[src/sv/pabd_pkg.sv]
// shared types, constants and byte helpers for the pnm decoder
`default_nettype none

package pabd_pkg;

    // file characters
    localparam logic [7:0] CH_P    = 8'h50;
    localparam logic [7:0] CH_0    = 8'h30;
    localparam logic [7:0] CH_1    = 8'h31;
    localparam logic [7:0] CH_4    = 8'h34;
    localparam logic [7:0] CH_9    = 8'h39;
    localparam logic [7:0] CH_HASH = 8'h23;
    localparam logic [7:0] CH_LF   = 8'h0a;
    localparam logic [7:0] CH_TAB  = 8'h09;
    localparam logic [7:0] CH_CR   = 8'h0d;
    localparam logic [7:0] CH_SP   = 8'h20;

    // result status codes
    localparam logic [2:0] STS_SAMPLE    = 3'd0;
    localparam logic [2:0] STS_DONE      = 3'd1;
    localparam logic [2:0] STS_BAD_NUM   = 3'd2;
    localparam logic [2:0] STS_BAD_DIM   = 3'd3;
    localparam logic [2:0] STS_BAD_MAXV  = 3'd4;
    localparam logic [2:0] STS_TRUNC     = 3'd5;
    localparam logic [2:0] STS_BAD_MAGIC = 3'd6;

    // format kinds
    localparam logic [1:0] KIND_P1 = 2'd0;
    localparam logic [1:0] KIND_P3 = 2'd2;
    localparam logic [1:0] KIND_P4 = 2'd3;

    localparam int          ACC_W   = 17;
    localparam logic [16:0] ACC_MAX = 17'h1ffff;
    localparam int          NUM_W   = 25;
    localparam int          DEN_W   = 16;
    localparam int          TDATA_W = 40;
    localparam int          TUSER_W = 4;

    typedef enum logic [2:0] {
        PH_MAGIC,
        PH_DIGIT,
        PH_WIDTH,
        PH_HEIGHT,
        PH_MAXVAL,
        PH_SAMPLES,
        PH_RASTER,
        PH_IDLE
    } phase_t;

    typedef enum logic [3:0] {
        OP_WAIT,
        OP_FRONT,
        OP_FINISH,
        OP_WAITDIV,
        OP_SDIV,
        OP_CHK,
        OP_POST,
        OP_RAST,
        OP_RDONE,
        OP_FLUSH
    } op_t;

    typedef enum logic [3:0] {
        CS_WAIT,
        CS_FRONT,
        CS_FINISH,
        CS_DIV,
        CS_SDIV,
        CS_CHK,
        CS_POST,
        CS_RAST,
        CS_RDONE,
        CS_FLUSH
    } ctl_state_t;

    typedef enum logic [1:0] {
        FR_DONE,
        FR_FINISH,
        FR_EOF,
        FR_RASTER
    } front_t;

    typedef enum logic [1:0] {
        FIN_POST,
        FIN_DIV,
        FIN_SAMPLE
    } fin_t;

    typedef struct packed {
        op_t  op;
        logic load;
    } cmd_t;

    typedef struct packed {
        logic   stall;
        front_t front;
        fin_t   fin;
        logic   div_done;
        logic   rast_end;
    } stat_t;

    typedef struct packed {
        logic        color;
        logic [12:0] height;
        logic [12:0] width;
        logic [2:0]  status;
        logic [7:0]  sample;
    } res_t;

    function automatic logic is_digit(input logic [7:0] b);
        is_digit = (b >= CH_0) && (b <= CH_9);
    endfunction

    function automatic logic is_space(input logic [7:0] b);
        is_space = (b == CH_SP) || ((b >= CH_TAB) && (b <= CH_CR));
    endfunction

endpackage

`default_nettype wire

[src/sv/pabd_div.sv]
// restoring divider, one quotient bit per cycle, for maxval scaling
`default_nettype none

module pabd_div
    import pabd_pkg::*;
(
    input  wire logic             clk,
    input  wire logic             rst_n,
    input  wire logic             start,
    input  wire logic [NUM_W-1:0] num,
    input  wire logic [DEN_W-1:0] den,
    output logic                  done,
    output logic [7:0]            quo
);

    localparam int CNT_W = $clog2(NUM_W);

    logic             run_reg, run_next;
    logic             done_reg, done_next;
    logic [CNT_W-1:0] cnt_reg, cnt_next;
    logic [DEN_W-1:0] rem_reg, rem_next;
    logic [NUM_W-1:0] sh_reg, sh_next;
    logic [DEN_W-1:0] den_reg, den_next;
    logic [DEN_W:0]   trial;
    logic [DEN_W:0]   diff;
    logic             ge;

    always_comb
    begin
        trial     = {rem_reg, sh_reg[NUM_W-1]};
        ge        = trial >= {1'b0, den_reg};
        diff      = trial - {1'b0, den_reg};
        run_next  = run_reg;
        done_next = done_reg;
        cnt_next  = cnt_reg;
        rem_next  = rem_reg;
        sh_next   = sh_reg;
        den_next  = den_reg;
        if (start)
        begin
            run_next  = 1'b1;
            done_next = 1'b0;
            cnt_next  = CNT_W'(NUM_W - 1);
            rem_next  = '0;
            sh_next   = num;
            den_next  = den;
        end
        else if (run_reg)
        begin
            rem_next = ge ? diff[DEN_W-1:0] : trial[DEN_W-1:0];
            sh_next  = {sh_reg[NUM_W-2:0], ge};
            cnt_next = cnt_reg - 1'b1;
            if (cnt_reg == '0)
            begin
                run_next  = 1'b0;
                done_next = 1'b1;
            end
        end
    end

    always_ff @(posedge clk or negedge rst_n)
    begin
        if (!rst_n)
        begin
            run_reg  <= 1'b0;
            done_reg <= 1'b0;
            cnt_reg  <= '0;
        end
        else
        begin
            run_reg  <= run_next;
            done_reg <= done_next;
            cnt_reg  <= cnt_next;
        end
    end

    always_ff @(posedge clk)
    begin
        rem_reg <= rem_next;
        sh_reg  <= sh_next;
        den_reg <= den_next;
    end

    assign done = done_reg;
    assign quo  = sh_reg[7:0];

endmodule

`default_nettype wire

[src/sv/pabd_dp.sv]
// datapath: header parser registers, sample conversion, result staging
`default_nettype none

module pabd_dp
    import pabd_pkg::*;
#(
    parameter int MAX_DIM = 4096
)
(
    input  wire logic       clk,
    input  wire logic       rst_n,
    input  wire cmd_t       cmd,
    output stat_t           stat,
    input  wire logic [7:0] data_in,
    input  wire logic       eof_in,
    input  wire logic       out_ready,
    output res_t            out_res,
    output logic            out_last,
    output logic            out_valid
);

    localparam int DIM_W = $clog2(MAX_DIM + 1);
    localparam longint unsigned MAX_SAMPLES = 3 * longint'(MAX_DIM) * longint'(MAX_DIM);
    localparam int SL_W = $clog2(MAX_SAMPLES + 1);

    phase_t           ph_reg, ph_next;
    logic [1:0]       kind_reg, kind_next;
    logic [ACC_W-1:0] acc_reg, acc_next;
    logic             seen_reg, seen_next;
    logic             cmt_reg, cmt_next;
    logic [DIM_W-1:0] wid_reg, wid_next;
    logic [DIM_W-1:0] hgt_reg, hgt_next;
    logic [15:0]      maxv_reg, maxv_next;
    logic [SL_W-1:0]  left_reg, left_next;
    logic [DIM_W-1:0] col_reg, col_next;
    logic [2:0]       bit_reg, bit_next;
    logic [7:0]       byte_reg, byte_next;
    logic             eof_reg, eof_next;
    res_t             pend_reg;
    logic             pend_valid_reg;
    res_t             out_reg;
    logic             out_last_reg;
    logic             out_valid_reg;

    logic             emit_req;
    res_t             new_res;
    res_t             base;
    logic             stall;
    logic             out_busy;
    logic             push;
    logic             div_start;
    logic             div_done;
    logic [7:0]       div_quo;
    logic [NUM_W-1:0] div_num;
    logic [20:0]      acc_x10;
    logic [2*DIM_W-1:0] prod;
    logic [SL_W-1:0]  prod_w;
    logic [DIM_W:0]   col_inc;
    logic [31:0]      wid_ext;
    logic [31:0]      hgt_ext;
    logic             num_phase;
    logic             dim_bad;
    logic [SL_W-1:0]  left_dec;
    front_t           front;
    fin_t             fin;
    logic             rast_end;

    assign wid_ext   = 32'(wid_reg);
    assign hgt_ext   = 32'(hgt_reg);
    assign acc_x10   = {1'b0, acc_reg, 3'b000} + {3'b000, acc_reg, 1'b0}
                       + {13'd0, byte_reg - CH_0};
    assign div_num   = {acc_reg, 8'd0} - {8'd0, acc_reg} + {10'd0, maxv_reg[15:1]};
    assign prod      = wid_reg * acc_reg[DIM_W-1:0];
    assign prod_w    = SL_W'(prod);
    assign col_inc   = {1'b0, col_reg} + 1'b1;
    assign num_phase = (ph_reg == PH_WIDTH) || (ph_reg == PH_HEIGHT)
                       || (ph_reg == PH_MAXVAL) || (ph_reg == PH_SAMPLES);
    assign dim_bad   = (acc_reg == '0) || ({15'd0, acc_reg} > 32'(MAX_DIM));
    assign left_dec  = (left_reg != '0) ? left_reg - 1'b1 : left_reg;

    always_comb
    begin
        base.sample = 8'd0;
        base.status = STS_SAMPLE;
        base.width  = wid_ext[12:0];
        base.height = hgt_ext[12:0];
        base.color  = (ph_reg != PH_MAGIC) && (ph_reg != PH_DIGIT) && (kind_reg == KIND_P3);
    end

    always_comb
    begin
        ph_next   = ph_reg;
        kind_next = kind_reg;
        acc_next  = acc_reg;
        seen_next = seen_reg;
        cmt_next  = cmt_reg;
        wid_next  = wid_reg;
        hgt_next  = hgt_reg;
        maxv_next = maxv_reg;
        left_next = left_reg;
        col_next  = col_reg;
        bit_next  = bit_reg;
        byte_next = byte_reg;
        eof_next  = eof_reg;
        emit_req  = 1'b0;
        new_res   = base;
        front     = FR_DONE;
        fin       = FIN_POST;
        rast_end  = 1'b0;
        div_start = 1'b0;

        case (cmd.op)
            OP_WAIT:
            begin
                if (cmd.load)
                begin
                    byte_next = data_in;
                    eof_next  = eof_in;
                end
            end
            OP_FRONT:
            begin
                if (eof_reg)
                begin
                    front = (num_phase && seen_reg) ? FR_FINISH : FR_EOF;
                end
                else if (ph_reg == PH_MAGIC)
                begin
                    if (byte_reg == CH_P)
                    begin
                        ph_next = PH_DIGIT;
                    end
                    else
                    begin
                        emit_req       = 1'b1;
                        new_res.status = STS_BAD_MAGIC;
                        ph_next        = PH_IDLE;
                    end
                end
                else if (ph_reg == PH_DIGIT)
                begin
                    if ((byte_reg >= CH_1) && (byte_reg <= CH_4))
                    begin
                        kind_next = 2'(byte_reg - CH_1);
                        ph_next   = PH_WIDTH;
                    end
                    else
                    begin
                        emit_req       = 1'b1;
                        new_res.status = STS_BAD_MAGIC;
                        ph_next        = PH_IDLE;
                    end
                end
                else if (ph_reg == PH_RASTER)
                begin
                    front    = FR_RASTER;
                    bit_next = 3'd7;
                end
                else if (num_phase)
                begin
                    if (cmt_reg)
                    begin
                        if (byte_reg == CH_LF)
                        begin
                            cmt_next = 1'b0;
                        end
                    end
                    else if (is_digit(byte_reg))
                    begin
                        acc_next  = (acc_x10 > {4'd0, ACC_MAX}) ? ACC_MAX : acc_x10[ACC_W-1:0];
                        seen_next = 1'b1;
                    end
                    else if (seen_reg)
                    begin
                        front = FR_FINISH;
                    end
                    else if (byte_reg == CH_HASH)
                    begin
                        cmt_next = 1'b1;
                    end
                    else if (!is_space(byte_reg))
                    begin
                        emit_req       = 1'b1;
                        new_res.status = STS_BAD_NUM;
                        ph_next        = PH_IDLE;
                    end
                end
            end
            OP_FINISH:
            begin
                acc_next  = '0;
                seen_next = 1'b0;
                case (ph_reg)
                    PH_WIDTH:
                    begin
                        if (dim_bad)
                        begin
                            emit_req       = 1'b1;
                            new_res.status = STS_BAD_DIM;
                            ph_next        = PH_IDLE;
                        end
                        else
                        begin
                            wid_next = acc_reg[DIM_W-1:0];
                            ph_next  = PH_HEIGHT;
                        end
                    end
                    PH_HEIGHT:
                    begin
                        if (dim_bad)
                        begin
                            emit_req       = 1'b1;
                            new_res.status = STS_BAD_DIM;
                            ph_next        = PH_IDLE;
                        end
                        else
                        begin
                            hgt_next  = acc_reg[DIM_W-1:0];
                            left_next = (kind_reg == KIND_P3) ? prod_w + (prod_w << 1) : prod_w;
                            col_next  = '0;
                            if (kind_reg == KIND_P4)
                            begin
                                ph_next = PH_RASTER;
                            end
                            else if (kind_reg == KIND_P1)
                            begin
                                ph_next = PH_SAMPLES;
                            end
                            else
                            begin
                                ph_next = PH_MAXVAL;
                            end
                        end
                    end
                    PH_MAXVAL:
                    begin
                        if ((acc_reg == '0) || (acc_reg[16]))
                        begin
                            emit_req       = 1'b1;
                            new_res.status = STS_BAD_MAXV;
                            ph_next        = PH_IDLE;
                        end
                        else
                        begin
                            maxv_next = acc_reg[15:0];
                            ph_next   = PH_SAMPLES;
                        end
                    end
                    PH_SAMPLES:
                    begin
                        if (kind_reg == KIND_P1)
                        begin
                            emit_req       = 1'b1;
                            new_res.sample = (acc_reg == '0) ? 8'd255 : 8'd0;
                            left_next      = left_dec;
                            fin            = FIN_SAMPLE;
                        end
                        else if ((maxv_reg == 16'd255) || (maxv_reg == 16'd0))
                        begin
                            emit_req       = 1'b1;
                            new_res.sample = (maxv_reg == 16'd0) ? 8'd0 : acc_reg[7:0];
                            left_next      = left_dec;
                            fin            = FIN_SAMPLE;
                        end
                        else
                        begin
                            div_start = 1'b1;
                            fin       = FIN_DIV;
                        end
                    end
                    default:
                    begin
                    end
                endcase
            end
            OP_SDIV:
            begin
                emit_req       = 1'b1;
                new_res.sample = div_quo;
                left_next      = left_dec;
            end
            OP_CHK, OP_RDONE:
            begin
                if (left_reg == '0)
                begin
                    emit_req       = 1'b1;
                    new_res.status = STS_DONE;
                    ph_next        = PH_IDLE;
                end
            end
            OP_POST:
            begin
                if (eof_reg)
                begin
                    if (ph_reg != PH_IDLE)
                    begin
                        emit_req       = 1'b1;
                        new_res.status = STS_TRUNC;
                    end
                    ph_next   = PH_MAGIC;
                    kind_next = '0;
                    acc_next  = '0;
                    seen_next = 1'b0;
                    cmt_next  = 1'b0;
                    wid_next  = '0;
                    hgt_next  = '0;
                    maxv_next = '0;
                    left_next = '0;
                    col_next  = '0;
                end
                else if (ph_reg == PH_RASTER)
                begin
                    if (!is_space(byte_reg))
                    begin
                        emit_req       = 1'b1;
                        new_res.status = STS_BAD_NUM;
                        ph_next        = PH_IDLE;
                    end
                end
                else if (ph_reg != PH_IDLE)
                begin
                    if (byte_reg == CH_HASH)
                    begin
                        cmt_next = 1'b1;
                    end
                    else if (!is_space(byte_reg))
                    begin
                        emit_req       = 1'b1;
                        new_res.status = STS_BAD_NUM;
                        ph_next        = PH_IDLE;
                    end
                end
            end
            OP_RAST:
            begin
                if (left_reg == '0)
                begin
                    rast_end = 1'b1;
                end
                else
                begin
                    emit_req       = 1'b1;
                    new_res.sample = byte_reg[bit_reg] ? 8'd0 : 8'd255;
                    left_next      = left_reg - 1'b1;
                    bit_next       = bit_reg - 1'b1;
                    if (col_inc >= {1'b0, wid_reg})
                    begin
                        col_next = '0;
                        rast_end = 1'b1;
                    end
                    else
                    begin
                        col_next = col_inc[DIM_W-1:0];
                    end
                    if (bit_reg == 3'd0)
                    begin
                        rast_end = 1'b1;
                    end
                end
            end
            OP_FLUSH:
            begin
                emit_req = pend_valid_reg;
            end
            default:
            begin
            end
        endcase
    end

    // a new result first moves the staged one to the output register
    assign out_busy = out_valid_reg && !out_ready;
    assign stall    = emit_req && pend_valid_reg && out_busy;
    assign push     = emit_req && pend_valid_reg && !out_busy;

    always_ff @(posedge clk or negedge rst_n)
    begin
        if (!rst_n)
        begin
            ph_reg         <= PH_MAGIC;
            kind_reg       <= '0;
            acc_reg        <= '0;
            seen_reg       <= 1'b0;
            cmt_reg        <= 1'b0;
            wid_reg        <= '0;
            hgt_reg        <= '0;
            maxv_reg       <= '0;
            left_reg       <= '0;
            col_reg        <= '0;
            bit_reg        <= '0;
            eof_reg        <= 1'b0;
            pend_valid_reg <= 1'b0;
            out_valid_reg  <= 1'b0;
        end
        else
        begin
            if (!stall)
            begin
                ph_reg   <= ph_next;
                kind_reg <= kind_next;
                acc_reg  <= acc_next;
                seen_reg <= seen_next;
                cmt_reg  <= cmt_next;
                wid_reg  <= wid_next;
                hgt_reg  <= hgt_next;
                maxv_reg <= maxv_next;
                left_reg <= left_next;
                col_reg  <= col_next;
                bit_reg  <= bit_next;
                eof_reg  <= eof_next;
                if (cmd.op == OP_FLUSH)
                begin
                    pend_valid_reg <= 1'b0;
                end
                else if (emit_req)
                begin
                    pend_valid_reg <= 1'b1;
                end
            end
            if (push)
            begin
                out_valid_reg <= 1'b1;
            end
            else if (out_ready)
            begin
                out_valid_reg <= 1'b0;
            end
        end
    end

    always_ff @(posedge clk)
    begin
        byte_reg <= byte_next;
        if (!stall && emit_req && (cmd.op != OP_FLUSH))
        begin
            pend_reg <= new_res;
        end
        if (push)
        begin
            out_reg      <= pend_reg;
            out_last_reg <= (cmd.op == OP_FLUSH);
        end
    end

    pabd_div u_div (
        .clk   (clk),
        .rst_n (rst_n),
        .start (div_start && !stall),
        .num   (div_num),
        .den   (maxv_reg),
        .done  (div_done),
        .quo   (div_quo)
    );

    always_comb
    begin
        stat.stall    = stall;
        stat.front    = front;
        stat.fin      = fin;
        stat.div_done = div_done;
        stat.rast_end = rast_end;
    end

    assign out_res   = out_reg;
    assign out_last  = out_last_reg;
    assign out_valid = out_valid_reg;

endmodule

`default_nettype wire

[src/sv/pabd_ctrl.sv]
// controller: sequences the work for one input beat
`default_nettype none

module pabd_ctrl
    import pabd_pkg::*;
(
    input  wire logic  clk,
    input  wire logic  rst_n,
    input  wire logic  in_valid,
    output logic       in_ready,
    input  wire stat_t stat,
    output cmd_t       cmd
);

    ctl_state_t state_reg, state_next;

    always_ff @(posedge clk or negedge rst_n)
    begin
        if (!rst_n)
        begin
            state_reg <= CS_WAIT;
        end
        else
        begin
            state_reg <= state_next;
        end
    end

    always_comb
    begin
        state_next = state_reg;
        cmd.op     = OP_WAIT;
        cmd.load   = 1'b0;
        in_ready   = 1'b0;
        case (state_reg)
            CS_WAIT:
            begin
                in_ready = 1'b1;
                cmd.load = in_valid;
                if (in_valid)
                begin
                    state_next = CS_FRONT;
                end
            end
            CS_FRONT:
            begin
                cmd.op = OP_FRONT;
                if (!stat.stall)
                begin
                    case (stat.front)
                        FR_FINISH: state_next = CS_FINISH;
                        FR_EOF:    state_next = CS_POST;
                        FR_RASTER: state_next = CS_RAST;
                        default:   state_next = CS_FLUSH;
                    endcase
                end
            end
            CS_FINISH:
            begin
                cmd.op = OP_FINISH;
                if (!stat.stall)
                begin
                    case (stat.fin)
                        FIN_DIV:    state_next = CS_DIV;
                        FIN_SAMPLE: state_next = CS_CHK;
                        default:    state_next = CS_POST;
                    endcase
                end
            end
            CS_DIV:
            begin
                cmd.op = OP_WAITDIV;
                if (stat.div_done)
                begin
                    state_next = CS_SDIV;
                end
            end
            CS_SDIV:
            begin
                cmd.op = OP_SDIV;
                if (!stat.stall)
                begin
                    state_next = CS_CHK;
                end
            end
            CS_CHK:
            begin
                cmd.op = OP_CHK;
                if (!stat.stall)
                begin
                    state_next = CS_POST;
                end
            end
            CS_POST:
            begin
                cmd.op = OP_POST;
                if (!stat.stall)
                begin
                    state_next = CS_FLUSH;
                end
            end
            CS_RAST:
            begin
                cmd.op = OP_RAST;
                if (!stat.stall && stat.rast_end)
                begin
                    state_next = CS_RDONE;
                end
            end
            CS_RDONE:
            begin
                cmd.op = OP_RDONE;
                if (!stat.stall)
                begin
                    state_next = CS_FLUSH;
                end
            end
            CS_FLUSH:
            begin
                cmd.op = OP_FLUSH;
                if (!stat.stall)
                begin
                    state_next = CS_WAIT;
                end
            end
            default:
            begin
                state_next = CS_WAIT;
            end
        endcase
    end

endmodule

`default_nettype wire

[src/sv/pnm_ascii_bitmap_decoder_top.sv]
// top level of the streaming pnm p1..p4 decoder
`default_nettype none

// Decodes a plain or bitmap PNM file (P1, P2, P3, P4) fed one byte per input
// beat and streams 8-bit samples in file order, then one "image done" beat;
// errors and truncation come out as status codes. The block works on one
// input byte at a time. A header or comment byte runs the front step; a byte
// that ends a number adds the finish and post steps; a P2/P3 sample whose
// maxval is not 255 also waits on the one-bit-per-cycle restoring divider;
// a P4 raster byte is unpacked into one sample per bit, up to 8. Every
// result is staged once so that tlast can mark the final result of its input
// byte, and the output register lets the next byte be taken while the last
// result still waits on m_axis_tready. Output stalls only hold the sequence.
module pnm_ascii_bitmap_decoder_top
    import pabd_pkg::*;
#(
    parameter int MAX_DIM = 4096
)
(
    input  wire logic               clk,
    input  wire logic               rst_n,
    input  wire logic               s_axis_tvalid,
    output logic                    s_axis_tready,
    input  wire logic [7:0]         s_axis_tdata,   // [7:0] data_byte
    input  wire logic               s_axis_tuser,   // end_of_file
    output logic                    m_axis_tvalid,
    input  wire logic               m_axis_tready,
    output logic [TDATA_W-1:0]      m_axis_tdata,   // [7:0] sample, [20:8] image_width,
                                                    // [33:21] image_height, rest zero
    output logic [TUSER_W-1:0]      m_axis_tuser,   // [2:0] status, [3] is_color
    output logic                    m_axis_tlast    // last_of_run
);

    cmd_t  cmd;
    stat_t stat;
    res_t  res;

    // sequencer for each accepted byte
    pabd_ctrl u_ctrl (
        .clk      (clk),
        .rst_n    (rst_n),
        .in_valid (s_axis_tvalid),
        .in_ready (s_axis_tready),
        .stat     (stat),
        .cmd      (cmd)
    );

    // parser state, scaling divider and result staging
    pabd_dp #(
        .MAX_DIM (MAX_DIM)
    ) u_dp (
        .clk       (clk),
        .rst_n     (rst_n),
        .cmd       (cmd),
        .stat      (stat),
        .data_in   (s_axis_tdata),
        .eof_in    (s_axis_tuser),
        .out_ready (m_axis_tready),
        .out_res   (res),
        .out_last  (m_axis_tlast),
        .out_valid (m_axis_tvalid)
    );

    // pack the result beat
    assign m_axis_tdata = {6'd0, res.height, res.width, res.sample};
    assign m_axis_tuser = {res.color, res.status};

    // one byte at a time: a taken beat closes the input until its work is done
    a_one_byte : assert property (@(posedge clk) disable iff (!rst_n)
        s_axis_tvalid && s_axis_tready |=> !s_axis_tready)
        else $error("input taken while previous byte still in work");

    // only sample beats carry a nonzero sample
    a_sample_zero : assert property (@(posedge clk) disable iff (!rst_n)
        m_axis_tvalid && (m_axis_tuser[2:0] != STS_SAMPLE) |-> m_axis_tdata[7:0] == 8'd0)
        else $error("nonzero sample on a status beat");

    // the divider result is only awaited by the controller
    a_div_wait : assert property (@(posedge clk) disable iff (!rst_n)
        cmd.op == OP_SDIV |-> stat.div_done)
        else $error("scaled sample taken before divider finished");

endmodule

`default_nettype wire
[config.mk]
export PLATFORM = sky130hd
export DESIGN_NAME = pnm_ascii_bitmap_decoder_top
export DESIGN_NICKNAME = d
export VERILOG_FILES = /design/src/sv/pabd_pkg.sv /design/src/sv/pabd_div.sv /design/src/sv/pabd_dp.sv /design/src/sv/pabd_ctrl.sv /design/src/sv/pnm_ascii_bitmap_decoder_top.sv
export SDC_FILE = /design/constraint.sdc
export NUM_CORES = 1
export LEC_CHECK = 0
export BUFFER_PORTS_ARGS = -buffer_cell sky130_fd_sc_hd__buf_2
export CORE_MARGIN = 2
export CORE_UTILIZATION = 55
export CTS_BUF_LIST = sky130_fd_sc_hd__clkbuf_8
export CTS_CLUSTER_DIAMETER = 50
export DETAILED_ROUTE_END_ITERATION = 6
export GPL_ROUTABILITY_DRIVEN = 0
export PLACE_DENSITY = 0.79
export SYNTH_ARGS = -nofsm -noshare
export SYNTH_HDL_FRONTEND = slang
export SYNTH_SLANG_ARGS = --single-unit
export TNS_END_PERCENT = 20
[constraint.sdc]
create_clock -name clk -period 7.8 [get_ports clk]
set_clock_uncertainty 0.15 [all_clocks]
set_input_delay 0.39 -clock clk [delete_from_list [all_inputs] [get_ports clk]]
set_output_delay 0.39 -clock clk [all_outputs]
set_load 0.005 [all_outputs]
# Word-level counts from Yosys, hierarchy flattened
# Cells that the tools add are included.
[totals]
regBits = 264
inputBits = 13
output_inout_bits = 47
word_cells = 400
[op_classes]
addsub = 12
mul = 1
magnitude_cmp = 11
eq_ne = 78
mux = 200
bitwise_logic = 1
n_reduce_logical = 64
[op_table]
columns = ["op", "n"]
rows = [
  ["2-to-1 mux 26 bit", 7],
  ["2-to-1 mux 17 bit", 9],
  ["2-to-1 mux 3 bit", 40],
  ["2-to-1 mux 13 bit", 8],
  ["case mux 26 bit (4 select lines)", 1],
  ["case mux 4 bit (9 select lines)", 2],
  ["2-to-1 mux 1 bit", 68],
  ["2-to-1 mux 16 bit", 4],
  ["2-to-1 mux 8 bit", 7],
  ["case mux 13 bit (2 select lines)", 2],
  ["case mux 26 bit (2 select lines)", 1],
  ["case mux 17 bit (3 select lines)", 1],
  ["2-to-1 mux 25 bit", 2],
  ["2-to-1 mux 2 bit", 21],
  ["case mux 13 bit (3 select lines)", 1],
  ["2-to-1 mux 4 bit", 9],
  ["equality test 4 x 3 -> 1 bit, second input constant", 8],
  ["case mux 16 bit (2 select lines)", 1],
  ["!= test 2 bit, second input constant", 15],
  ["adder 26 bit", 1],
  ["logical NOT 26 bit", 1],
  ["multiplier 13 x 13 -> 26 bit", 1],
  ["nonzero test 26 bit", 1],
  ["subtractor 26 x 1 -> 26 bit, second input constant", 1],
  ["other kinds (71)", 155],
]

# Depth between registers and ports, before layout
[depth]
ltp_word = 20
depth_mapped = 31
depth_no_buf = 30

# Modules after synthesis
# From an unflattened synthesis, not the netlist that was laid out.
[hier_totals]
cells_unflattened = 2507
hier_area_um2 = 23139.7
[modules_own_cells]
columns = ["mod", "n_inst", "cells_each", "area_per_inst_um2", "seq_area_each_um2"]
rows = [
  ["pabd_dp", 1, 2118, 19124.6, 5330.1],
  ["pabd_div", 1, 323, 3495.9, 1726.7],
  ["pabd_ctrl", 1, 59, 470.5, 100.1],
  ["pnm_ascii_bitmap_decoder_top", 1, 7, 48.8, 0.0],
]

# Worst setup path after synthesis
# Ideal clock, no wire load.
[synth_path]
path_type = "reg2reg"
startpoint = "register u_dp.acc_reg[3]"
endpoint = "register u_dp.left_reg[24]"
setup_ns = 0.121
arrival_ns = 7.269
required_ns = 7.529
path_slack_ns = 0.260
stages_incl_launch_ff = 32
n_path_buf = 1
period_less_slack_ns = 7.540
cell_sequence = "dfrtp_1 > inv_1 > buf_1 > nor2_1 > fa_1 > inv_1 > fa_1 > inv_1 > fa_1 > inv_1 > fa_1 > fa_1 > inv_1 > ha_1 > nand2_1 > nor4_1 > or2_2 > o41ai_4 > o21bai_1 > a21oi_1 > xnor2_1 > ha_1 > a21o_1 > a21o_1 > a21oi_1 > o21ai_0 > a21oi_1 > o21ai_0 > a31oi_1 > mux2i_1 > mux2i_1 > nor2_1"
[synth_between]
elab_chain_cells = 9
elab_cells_between_ends = 19
cone_classes = "1 x add/sub; 1 x mul; 1 x order compare; 1 x eq/ne; 8 x mux; 1 x bitwise; 6 x reduce/logical"
[synth_lines]
columns = ["element", "line_no", "source"]
rows = [
  ["start, declared", "pabd_dp.sv:28", "logic [ACC_W-1:0] acc_reg, acc_next;"],
  ["start signal, assigned", "pabd_dp.sv:401", "acc_reg <= acc_next;"],
  ["parallel branches: the longest is 9 deep, another holds multiplier 13 x 13 -> 26 bit", "--", ""],
  ["end signal, assigned", "pabd_dp.sv:407", "left_reg <= left_next;"],
  ["end, declared", "pabd_dp.sv:34", "logic [SL_W-1:0] left_reg, left_next;"],
]
# Several ways; the timed one is not identified. The select of a mux whose other input is x is not followed.
# A chain may end at the register's enable or synchronous reset.

# Final worst setup path
[layout_path]
startpoint = "register u_dp.acc_reg[8]"
endpoint = "register u_dp.left_reg[25]"
# Same word-level chain as after synthesis.

==> parameters.txt <==
Parameter                              Value

Run status
  Status ... complete, no violations

STA
  Period utilization ... 0.9524
  Fmax ... 0.1346 GHz
  Minimum clock period after layout ... 7.429 ns
  Number of failing hold endpoints at the final stage ... 0
  Count of final max-slew check failures ... 0
  Max_slew headroom ... 0.1934
  Setup violations, final ... 0
  Slew of the pin with the lowest slew margin ... 1.204 ns
  Final setup TNS ... 0 ns
  Setup ws final ... 0.3710 ns

CTS
  TritonCTS Buffers ... 48
  Max Buffers Root-to-Sink ... 3
  Clock slew at the register clock pins of the worst setup and hold paths ... 0.06 ns
  Clock latency on the worst-skew pair ... 0.63 ns
  TritonCTS Sinks ... 264
  CTS HTree Levels ... 2
  TritonCTS clock tree ... yes
  Buffer cell driving the clock tree root ... clkbuf_8

Worst setup path
  Reg-to-reg critical path endpoint ... u_dp.left_reg[25]$_DFFE_PN0P_
  Crit. End Element ... register
  Internal reg-to-reg setup slack ... 0.37 ns
  Kind of critical path ... reg -> reg
  Biggest fanout along the worst timing path ... 12
  Reg2reg path depth ... 27
  CP Data Arrival Time ... 7.79 ns
  Required time of the critical path ... 8.16 ns
  Reg-to-Reg Start ... u_dp.acc_reg[8]$_DFFE_PN0P_
  Type of element launching the critical path ... register

Logic synthesis
  Share of async-settable or async-resettable flops after synthesis ... 0.4621
  Top cell type's share of synthesized area ... 0.1637
  Cell area after synthesis ... 0.02312 mm²
  Fraction of the yosys area taken by sequential cells ... 0.3096
  Synthesis-stage register bit count ... 264
  Synthesis warning total ... 0
  Leading cell types by total area after synthesis ... edfxtp_1 16%, dfrtp_1 13%, fa_1 12%
  Gate Count Post-Synth ... 2570
  Most used flip-flop cell after synthesis ... edfxtp_1
  Number of flops mapped to enable cells by yosys ... 126
  Distinct cells, synth ... 98
  Synth Area per Inst ... 8.995 µm²
  Largest area contributor in the netlist ... edfxtp_1

Die
  Effective utilization at floorplan ... 0.5536
  Die boundary height ... 209.0 µm
  Num ports ... 60
  Overall die width ... 209.0 µm
  Placement row count ... 75
  Area of the die ... 0.04369 mm²
  Core region area ... 0.04176 mm²

Detailed routing
  Total wire length ... 62.52 mm
  DRT Pass-1 Iters ... 7
  Via count ... 19710
  Number of remaining DRC errors ... 0
  1st-iter DRT viols ... 2209
  Drt via density ... 6.083
  Routed WL per cell ... 19.30 µm
  Remaining antenna violation count ... 0

Place
  Count of input and output buffers ... 53
  Worst slack, placed ... 0.1565 ns
  Final HPWL from detailed placement ... 47.84 mm

Min path
  Hold Crit Start ... s_axis_tvalid
  End point of the most critical hold path ... u_dp.byte_reg[5]$_DFFE_PP_
  Instance count along the most critical hold path ... 2
  Tightest Hold Check Type ... in -> reg

Final layout
  Most frequent cells in the layout ... 308 x inv_1, 295 x nand2_1, 210 x ha_1
  Ratio of cells with drive above 1 in the final layout ... 0.1086
  Most frequent standard cell in the layout excluding fill and tap cells ... inv_1
  Post-layout net count ... 3020
  Signed area change from the synthesized netlist to the final layout ... 9.969%

Global route
  Total GRT Usage ... 0.2895
  Pin count of the biggest net entering global routing ... 72
  Number of global-route vias before repair ... 19830
  Antenna violations before repair ... 1
  First-pass GRT wire length ... 101.2 mm
  Aggregate global routing overflow ... 0

Job
  Max-capacitance violation count ... 0
layer usage:
layer	routed length, µm	track usage	vias to the layer above	part of all wire
li1	-	-	9053	-
met1	23880	0.3594	9429	0.38
met2	29740	0.4808	1004	0.48
met3	5655	0.05305	224	0.090
met4	3249	0.1569	0	0.052
met5	0	0	-	0
area by class of cell:
cell class | instances | area, µm²
fillers | 3393 | 16340
multi-input cells | 1905 | 14490
flip-flops and latches | 264 | 7168
inverters | 309 | 1170
repair buffers | 131 | 895.9
clock buffers | 50 | 688.2
well taps | 539 | 674.4
clock inverters | 40 | 329.1
diodes | 2 | 5.005
synth_stat cells (6+ instances only):
library cell	count
nor4_1	23
o2111ai_1	6
or3_1	18
dfrtp_1	122
o21ai_1	10
nand4_1	21
o211ai_1	13
buf_4	8
clkinv_1	7
nand2b_1	37
nand2_1	295
a21o_1	33
xor2_1	33
buf_2	9
o22ai_1	7
o21a_1	14
a31oi_1	28
nor3_1	50
inv_1	302
a211o_1	8
o21bai_1	13
a211oi_1	18
clkbuf_1	76
mux2i_1	22
mux2_2	31
and3_1	16
nor3b_1	10
xnor2_1	73
ha_1	211
and2_1	26
fa_1	137
nor2_1	210
or2_2	8
o21ai_0	184
edfxtp_1	126
dfxtp_1	16
a21oi_1	146
o31ai_1	12
a21boi_0	12
nor2b_1	18
nand3_1	51
stage by stage:
step	cells	area [µm²]	hold slack, ns	util
2_1_floorplan	2575	23140	-0.05559	-
3_3_place_gp	3134	24180	0.2542	0.5791
3_5_place_dp	3134	24180	0.2545	0.5791
4_1_cts	3235	25310	0.1719	0.6061
5_1_grt	3238	25420	0.2050	0.6087
6_report	3240	25420	0.2023	0.6088
what timing repair did:
| item | in CTS | in global routing |
|---|---|---|
| endpoints found under the hold margin | 61 | 0 |
| hold buffers | 11 | 0 |
| buffers inserted | 0 | 3 |
| gates resized for setup | 0 | 35 |
| setup endpoints to repair | 0 | 10 |
worst max-delay path by stage:
stage	start	to	slack, ns	cells after the start
6_report	u_dp.acc_reg[8]$_DFFE_PN0P_	u_dp.left_reg[25]$_DFFE_PN0P_	0.37	27
5_1_grt	u_dp.wid_reg[6]$_DFFE_PN0P_	u_dp.left_reg[25]$_DFFE_PN0P_	-0.07	28
4_1_cts	u_dp.acc_reg[3]$_DFFE_PN0P_	u_dp.left_reg[25]$_DFFE_PN0P_	0.13	28
3_5_place_dp	u_dp.acc_reg[3]$_DFFE_PN0P_	u_dp.left_reg[25]$_DFFE_PN0P_	0.16	28
3_3_place_gp	u_dp.acc_reg[3]$_DFFE_PN0P_	u_dp.left_reg[25]$_DFFE_PN0P_	0.36	27
2_1_floorplan	u_dp.acc_reg[3]$_DFFE_PN0P_	u_dp.left_reg[24]$_DFFE_PN0P_	0.26	31
logic make-up (layout without fill, tap and decap cells):
group                      after synthesis  after routing  share of synthesized area
muxes                                   55             55                    0.02657
xor gates and xnor gates               106            106                    0.04016
buffers and inverters                  406            530                    0.06808
other                                    1              8                  0.0001622
DFF                                    264            264                     0.3096
adders and majority gates              348            348                     0.2328
and+or+nand+nor                        819            819                     0.1684
AOI/OAI and AO/OA                      571            571                     0.1542
worst max-delay path, cell delays in order, from the launching register on:
cell,delay (ns)
dfrtp_2,0.50
and2_1,0.19
fa_1,0.50
inv_1,0.06
fa_1,0.51
inv_1,0.07
fa_1,0.53
fa_1,0.55
inv_1,0.06
fa_1,0.53
inv_1,0.04
ha_1,0.34
nand3_1,0.12
nor4_1,0.05
or2_2,0.37
o41ai_4,0.34
buf_4,0.21
o211ai_1,0.08
a21oi_1,0.22
xnor2_1,0.20
ha_1,0.33
a21o_1,0.17
a21oi_1,0.24
a21boi_1,0.15
a21o_1,0.22
a211oi_1,0.26
mux2i_1,0.24
nor2_1,0.06
Power is left out: the tool's default activity adds up to more than one toggle a clock period on the data nets, which glitch-free logic cannot reach.
